[config.mk]
export PLATFORM = sky130hd
export DESIGN_NAME = spmv_mul
export DESIGN_NICKNAME = d
export VERILOG_FILES = /design/src/design/spmv_pkg.sv /design/src/design/spmv_mul.sv
export SDC_FILE = /design/constraint.sdc
export NUM_CORES = 2
export LEC_CHECK = 0
export BUFFER_PORTS_ARGS = -buffer_cell sky130_fd_sc_hd__buf_2
export CORE_MARGIN = 3
export CORE_UTILIZATION = 35
export CTS_CLUSTER_DIAMETER = 60
export DETAILED_ROUTE_END_ITERATION = 8
export PLACE_DENSITY = 0.48
export SETUP_SLACK_MARGIN = 0.1
export SLEW_MARGIN = 25
export SYNTH_ARGS = -nofsm -noshare
export SYNTH_HDL_FRONTEND = slang
export SYNTH_SLANG_ARGS = --single-unit
[constraint.sdc]
create_clock -name i_clk -period 15 [get_ports i_clk]
set_clock_uncertainty 0.2 [all_clocks]
set_input_delay 0.75 -clock i_clk [delete_from_list [all_inputs] [get_ports i_clk]]
set_output_delay 0.75 -clock i_clk [all_outputs]
set_load 0.01 [all_outputs]
[src/design/spmv_pkg.sv]
`timescale 1ns / 1ps
`default_nettype none
package spmv_pkg;

    typedef enum logic [1:0] {
        OP_WRITE = 2'd0,
        OP_ACCUM = 2'd1,
        OP_CLOSE = 2'd2,
        OP_NONE  = 2'd3
    } t_op;

    localparam logic [31:0] CANON_NAN = 32'h7FC0_0000;

    // Unpacked binary32 value: significand with hidden bit, unbiased exponent.
    typedef struct packed {
        logic        nan;
        logic        inf;
        logic        zero;
        logic        sign;
        logic [9:0]  exp;
        logic [23:0] man;
    } t_fp_unp;

    // Control word carried down the datapath.
    typedef struct packed {
        logic accum;
        logic close;
    } t_ctl;

    function automatic t_fp_unp fp_unpack(input logic [31:0] v);
        t_fp_unp u;
        u.sign = v[31];
        u.nan  = (v[30:23] == 8'hFF) && (v[22:0] != 23'd0);
        u.inf  = (v[30:23] == 8'hFF) && (v[22:0] == 23'd0);
        u.zero = (v[30:0] == 31'd0);
        if (v[30:23] == 8'd0) begin
            u.exp = 10'd1 - 10'd127;
            u.man = {1'b0, v[22:0]};
        end else begin
            u.exp = {2'b00, v[30:23]} - 10'd127;
            u.man = {1'b1, v[22:0]};
        end
        return u;
    endfunction

    // Round a value sig * 2^(e - 26) (sig has its leading one at bit 26 or
    // below, the two extra bits plus a sticky in bit 0) to binary32.
    // e is the exponent of bit 26. sig is already normalized unless e is at
    // the subnormal floor.
    function automatic logic [31:0] fp_round(input logic s, input logic signed [11:0] e,
                                             input logic [26:0] sig);
        logic [26:0]        m;
        logic signed [11:0] ee;
        logic [11:0]        sh;
        logic               st;
        logic [24:0]        r;
        logic               inc;
        m  = sig;
        ee = e;
        st = 1'b0;
        // bring into subnormal range with sticky shifts
        if (ee < -12'sd126) begin
            sh = 12'(-12'sd126 - ee);
            if (sh > 12'd27) sh = 12'd27;
            st = |(m & ((27'd1 << sh) - 27'd1));
            m  = m >> sh;
            ee = -12'sd126;
        end
        st  = st | m[0];
        inc = m[2] & (m[1] | st | m[3]);
        r   = {1'b0, m[26:3]} + {24'd0, inc};
        if (r[24]) begin
            r  = r >> 1;
            ee = ee + 12'sd1;
        end
        if (!r[23]) return {s, 8'd0, r[22:0]};
        if (ee > 12'sd127) return {s, 8'hFF, 23'd0};
        return {s, 8'(ee + 12'sd127), r[22:0]};
    endfunction

endpackage
`default_nettype wire

[src/design/spmv_mul.sv]
`timescale 1ns / 1ps
`default_nettype none
// Two-stage binary32 multiplier: 24x24 product registered, then normalize
// and round.
module spmv_mul (
    input  wire         i_clk,
    input  wire  [31:0] i_a,
    input  wire  [31:0] i_b,
    output logic [31:0] o_p
);
    import spmv_pkg::*;

    t_fp_unp            ua, ub;
    logic [47:0]        r_prod;
    logic signed [11:0] r_exp;
    logic               r_sign, r_nan, r_inf, r_zero;

    logic [47:0]        norm;
    logic [5:0]         lz;
    logic signed [11:0] e;
    logic [26:0]        sig;

    assign ua = fp_unpack(i_a);
    assign ub = fp_unpack(i_b);

    // stage 1: significand product and special flags
    always_ff @(posedge i_clk) begin
        r_prod <= 48'(ua.man) * 48'(ub.man);
        r_exp  <= 12'(signed'(ua.exp)) + 12'(signed'(ub.exp));
        r_sign <= ua.sign ^ ub.sign;
        r_nan  <= ua.nan | ub.nan | (ua.inf & ub.zero) | (ub.inf & ua.zero);
        r_inf  <= ua.inf | ub.inf;
        r_zero <= ua.zero | ub.zero;
    end

    // stage 2: normalize (product bit 46 weighs 2^exp) and round
    always_comb begin
        lz = 6'd0;
        for (int i = 0; i < 48; i++) begin
            if (r_prod[i]) lz = 6'(47 - i);
        end
        norm = r_prod << lz;
        e    = r_exp + 12'sd1 - 12'(lz);
        sig  = {norm[47:22], |norm[21:0]};
        if (r_nan)       o_p = CANON_NAN;
        else if (r_inf)  o_p = {r_sign, 8'hFF, 23'd0};
        else if (r_zero) o_p = {r_sign, 31'd0};
        else             o_p = fp_round(r_sign, e, sig);
    end
endmodule
`default_nettype wire

# --- Word-level counts from Yosys, hierarchy flattened ---
# Index checks and enable logic that the tools add are counted.
totals:
  in_bits: 65
  mem_bits_ro: 0
  reg_bits: 63
  mem_count: 0
  ramBits: 0
  latch_bits: 0
classes:
  eq_ne: 2
  n_lt_le_gt_ge: 3
  mux: 91
  multipliers: 1
  n_bitwise: 13
  div: 0
  shifts: 3
  add_sub_neg: 10
  n_reduce_logical: 14
ops:
  columns: ["cell", "count"]
  rows:
  - ["$mux 6", 48]
  - ["$mux 32", 7]
  - ["$mux 12", 13]
  - ["$mux 27", 4]
  - ["$mux 24", 4]
  - ["$mux 34", 2]
  - ["$logic_not 31->1", 2]
  - ["$mul 24x24->48", 1]
  - ["$shl 48x6->48", 1]
  - ["$logic_not 23->1", 2]
  - ["$reduce_bool 23->1", 2]
  - ["$and 27x27->27", 1]
  - ["$reduce_or 27->1", 1]
  - ["$shl 1x12->27 const A", 1]
  - ["$shr 27x12->27", 1]
  - ["$sub 27x1->27 const B", 1]
  - ["$add 24x1->25", 1]
  - ["$reduce_or 22->1", 1]
  - ["$sub 8x7->9 const B", 2]
  - ["$eq 8x8->1 const B", 2]
  - ["$logic_not 8->1", 2]
  - ["$mux 1", 13]
  - ["$add 11x2->12 const B", 1]
  - ["$add 12x2->12 const B", 1]
  - ["11 further kinds", 23]

# --- Depth between registers and ports, before layout ---
logic_depth:
  depth_word: 86
  depth_mapped: 44

# --- Worst setup path after synthesis ---
# OpenSTA, ideal clock, no wires.
synth_timing:
  path_kind: "flip-flop to output port"
  start: "reg r_prod[33]"
  end: "out o_p[29]"
  t_required_ps: 14050
  stages_incl_launch_ff: 42
  setup_slack_ps: 5351
  arrival_ps: 8699
  n_path_buf: 11
  cell_sequence: "dfxtp_1 -> buf_2 -> or4_1 -> a211o_1 -> nand2_1 -> a31oi_4 -> inv_2 -> clkbuf_1 -> clkbuf_1 -> clkbuf_1 -> ha_1 -> ha_1 -> buf_6 -> xor2_1 -> or3_1 -> buf_6 -> o41ai_2 -> o31ai_1 -> [6 not listed] -> buf_2 -> a21oi_1 -> a221oi_1 -> a211o_1 -> and4b_1 -> o31ai_1 -> ha_1 -> o311ai_4 -> nor2_1 -> nand4_1 -> buf_2 -> xnor2_1 -> ha_1 -> nand3_1 -> mux2i_1 -> o311ai_1 -> xnor2_1 -> a22oi_1"
synth_via:
  elab_chain_cells: 51
synth_lines:
  columns: ["item", "line", "source"]
  rows:
  - ["start: declaration", "spmv_mul.sv:14", "logic [47:0] r_prod;"]
  - ["start signal: assignment", "spmv_mul.sv:28", "r_prod <= 48'(ua.man) * 48'(ub.man);"]
  - ["$mux 6 (15 in series)", "spmv_mul.sv:40", "if (r_prod[i]) lz = 6'(47 - i);"]
  - ["$sub 12x6->12", "spmv_mul.sv:43", "e = r_exp + 12'sd1 - 12'(lz);"]
  - ["$sub 8x12->12", "spmv_pkg.sv:63", "sh = 12'(-12'sd126 - ee);"]
  - ["$gt 12x5->1", "spmv_pkg.sv:64", "if (sh > 12'd27) sh = 12'd27;"]
  - ["$mux 12", "spmv_pkg.sv:64", null]
  - ["$mux 12", "spmv_pkg.sv:62", "if (ee < -12'sd126) begin"]
  - ["$mux 12", "spmv_mul.sv:47", "else if (r_zero) o_p = {r_sign, 31'd0};"]
  - ["$mux 12", "spmv_mul.sv:46", "else if (r_inf) o_p = {r_sign, 8'hFF, 23'd0};"]
  - ["[21 not listed]", null, null]
  - ["$mux 1", "spmv_mul.sv:47", null]
  - ["$mux 1", "spmv_mul.sv:46", null]
  - ["$mux 1", "spmv_mul.sv:45", "if (r_nan) o_p = CANON_NAN;"]
  - ["$mux 32", "spmv_pkg.sv:78", "return {s, 8'(ee + 12'sd127), r[22:0]};"]
  - ["$mux 32 (*)", "spmv_pkg.sv:77", "if (ee > 12'sd127) return {s, 8'hFF, 23'd0};"]
  - ["$mux 32 (*)", "spmv_mul.sv:47", null]
  - ["$mux 32 (*)", "spmv_mul.sv:46", null]
  - ["$mux 32 (*)", "spmv_mul.sv:45", null]
  - ["end: declaration", "spmv_mul.sv:9", "output logic [31:0] o_p"]
# Every way passes the cells marked *; elsewhere a longest branch is shown, timed or not. The select of a mux whose other input is x is not followed.

# --- Worst setup path after layout ---
layout_timing:
  start: "reg r_prod[45]"
  end: "out o_p[18]"
layout_via:
  elab_chain_cells: 39
layout_lines:
  columns: ["item", "line"]
  rows:
  - ["$mux 6 (3 in series)", "spmv_mul.sv:40"]
  - ["$sub 12x6->12", "spmv_mul.sv:43"]
  - ["$sub 8x12->12", "spmv_pkg.sv:63"]
  - ["$gt 12x5->1", "spmv_pkg.sv:64"]
  - ["$mux 12", "spmv_pkg.sv:64"]
  - ["$mux 12", "spmv_pkg.sv:62"]
  - ["$mux 12", "spmv_mul.sv:47"]
  - ["$mux 12", "spmv_mul.sv:46"]
  - ["[21 not listed]", null]
  - ["$mux 1", "spmv_mul.sv:47"]
  - ["$mux 1", "spmv_mul.sv:46"]
  - ["$mux 1", "spmv_mul.sv:45"]
  - ["$mux 32", "spmv_pkg.sv:78"]
  - ["$mux 32 (*)", "spmv_pkg.sv:77"]
  - ["$mux 32 (*)", "spmv_mul.sv:47"]
  - ["$mux 32 (*)", "spmv_mul.sv:46"]
  - ["$mux 32 (*)", "spmv_mul.sv:45"]
# Marks and branches as above.

==> flow_summary_export.csv <==
group,metric,value,unit
run_status,outcome,"complete, no violations",
cts,cts_setup_buffers,0,
timing,tightest_slew,1200,ps
cts,numCtsBuffers,9,
critical_path,critPathMaxFanout,40,
synth,ys_warn_count,0,
global_route,globalRouteMet2Util,40.2,%
timing,period_share,84.5,%
timing,setup_slack,2320,ps
timing,final_hold_viol_count,0,
timing,fmax,0.0789,GHz
global_route,grt_first_pass_wirelength,170000,um
cts,cts_sinks,63,
critical_path,startpoint_type,"flop",
timing,rsz0062_at_grt,"false",
die,die-area,88100,um^2
synth,yosysSeqAreaShare,4.26,%
place,placed_area,30900,um^2
cts,path_clk_slew,60,ps
drt,drc,0,
layout,area_delta_synth_final,5.65,%
global_route,grt.total_usage,24.4,%
drt,wirelength,109000,um
die,die_h,297,um
timing,setup_tns,0,ps
timing,period_minus_slack,12680,ps
die,die_w,297,um
die,boundaryPins,97,
drt,ant_nets,0,
worst_hold_path,worst_hold_path_type,"primary input to flop",
critical_path,criticalPathCategory,"flop to primary output",
critical_path,crit_path_end_kind,"primary output",
synth,ys_ff_latch,63,
timing,relSlewSlack,17.8,%
critical_path,critPathBufInv,3,
die,core-area,83700,um^2
cts,cts_root_buffer,"clkbuf_16",
critical_path,cp.required,14050,ps
synth,async_flop_share,0,%
timing,final_max_slew_viol_count,0,
critical_path,arrival,11730,ps
die,start_util,35.4,%
global_route,grt-ovfl-total,0,
cts,cts_buffer_depth,2,
synth,ys.flop_type,"dfxtp_1",
drt,wl_per_cell,22.8,um
drt,first_pass_iters,7,
synth,synthesis.nets,4439,
place,routabilityCongestion,0.970,
synth,synth_edf_count,0,
layout,nets,4379,
global_route,grt_pass1_vias,27900,
die,rows,106,
drt,num_vias,26900,
critical_path,cp_slowest_cell,"o21a_2",
place,dp_slack,2760,ps
synth,synth_area,29600,um^2
drt,via_per_inst,5.66,
cts,cts_resized,0,
critical_path,worstSetupEndpoint,"o_p[18]",
job,drv_cap,0,
critical_path,startpoint,"r_prod[45]",
synth,avgSynthCellArea,8.05,um^2
global_route,antenna_found_initial,1,
critical_path,cp_top_family,"compound AO/OA/AOI/OAI gates",
critical_path,cp.depth,32,
critical_path,critPathMaxStageDelay,900,ps
layout,stdcell_area,31300,um^2
cts,hold_buffers,0,
global_route,grt-busiest-layer,"met2",
drt,drtIter0Drc,2134,
place,hpwl,83800,um
layout,layout-drive-gt1-share,7.40,%
synth,synth.distinct_cells,114,
global_route,met3_usage,2.96,%
place,io_buffers,96,
cts,h-tree-depth,3,
cts,cts_tree,"built",
global_route,use_met1,33.1,%
timing,setup_viol,0,
synth,netlist_instances,3679,
global_route,grt_max_degree,57,
==> logic make-up after synthesis <==
logic type,count (synthesis),share of synthesized area (%)
flip-flops,63,4.26
adder cells (fa/ha/maj),695,41.6
buffers and inverters,772,10.4
AND/OR/NAND/NOR,1328,21.8
multiplexers,94,4.05
AO/OA/AOI/OAI,624,14.9
XOR/XNOR,103,3.05
==> synthesized netlist by cell type, types with 25 or more instances <==
master,count,area (um^2)
fa_1,484,9690
o22ai_1,29,181
nand2_1,577,2170
nor2_1,183,687
a21oi_1,125,626
o211ai_1,59,443
xor2_1,31,272
clkbuf_1,157,589
o21ai_0,75,375
inv_1,549,2060
buf_2,38,190
nand3_1,86,430
ha_1,211,2640
nor4_1,44,275
and2_1,205,1280
a21o_1,27,203
nor3_1,64,320
xnor2_1,72,631
dfxtp_1,63,1260
o21a_1,25,188
mux2i_1,57,571
and3_1,27,169
a211oi_1,34,255
==> sequential cells by signal, indices dropped and copies added, names as in the netlist <==
register,count
r_exp,11
r_inf,1
r_nan,1
r_prod,48
r_sign,1
r_zero,1
==> layout make-up <==
cell class	count	area (um^2)
multi-input combinational	2844	25300
tap	1134	1420
clock buffer	9	225
sequential	63	1260
inverter	557	2090
fill	8837	52400
timing repair buffer	144	841
antenna	1	2.50
clock inverter	7	128
==> cells in the final DEF (no fill, tap or decap), types with 19 or more instances in the layout <==
master    netlist  final
nand2_1       577    577
inv_1         549    549
fa_1          484    484
ha_1          211    211
and2_1        205    205
nor2_1        183    181
a21oi_1       125    125
buf_2          38     96
nand3_1        86     86
o21ai_0        75     74
xnor2_1        72     72
dfxtp_1        63     63
nor3_1         64     62
o211ai_1       59     59
mux2i_1        57     57
buf_4           8     48
nor4_1         44     43
a211oi_1       34     34
xor2_1         31     31
o22ai_1        29     29
a21o_1         27     27
and3_1         27     27
o21a_1         25     25
a31oi_1        24     23
nand4_1        21     21
a22oi_1        20     20
or3_1          20     20
a221oi_1       19     19
==> how the worst min path moves through the flow <==
stage,startpoint,to,cells past startpoint
6_report,i_a[31],r_sign,2
5_1_grt,i_a[31],r_sign,2
4_1_cts,i_a[31],r_sign,2
3_5_place_dp,i_a[31],r_sign,2
3_3_place_gp,i_a[31],r_sign,2
2_1_floorplan,i_a[31],r_sign,1
==> through the flow <==
step / util (%) / hold slack [ps] / std cells
global placement: 37.0 / 742 / 4742
global route: 37.4 / 398 / 4758
CTS: 37.4 / 366 / 4758
detailed placement: 37.0 / 745 / 4742
floorplan: - / 643 / 3679
finish: 37.4 / 384 / 4759
==> layer usage <==
metal / wire, um / vias up
met4: 4020 / 2
li1: - / 12100
met1: 47000 / 13500
met3: 7200 / 216
met5: 9 / -
met2: 50300 / 1102
Power is left out: the tool's default activity adds up to more than one toggle a clock period on the data nets, which glitch-free logic cannot reach.
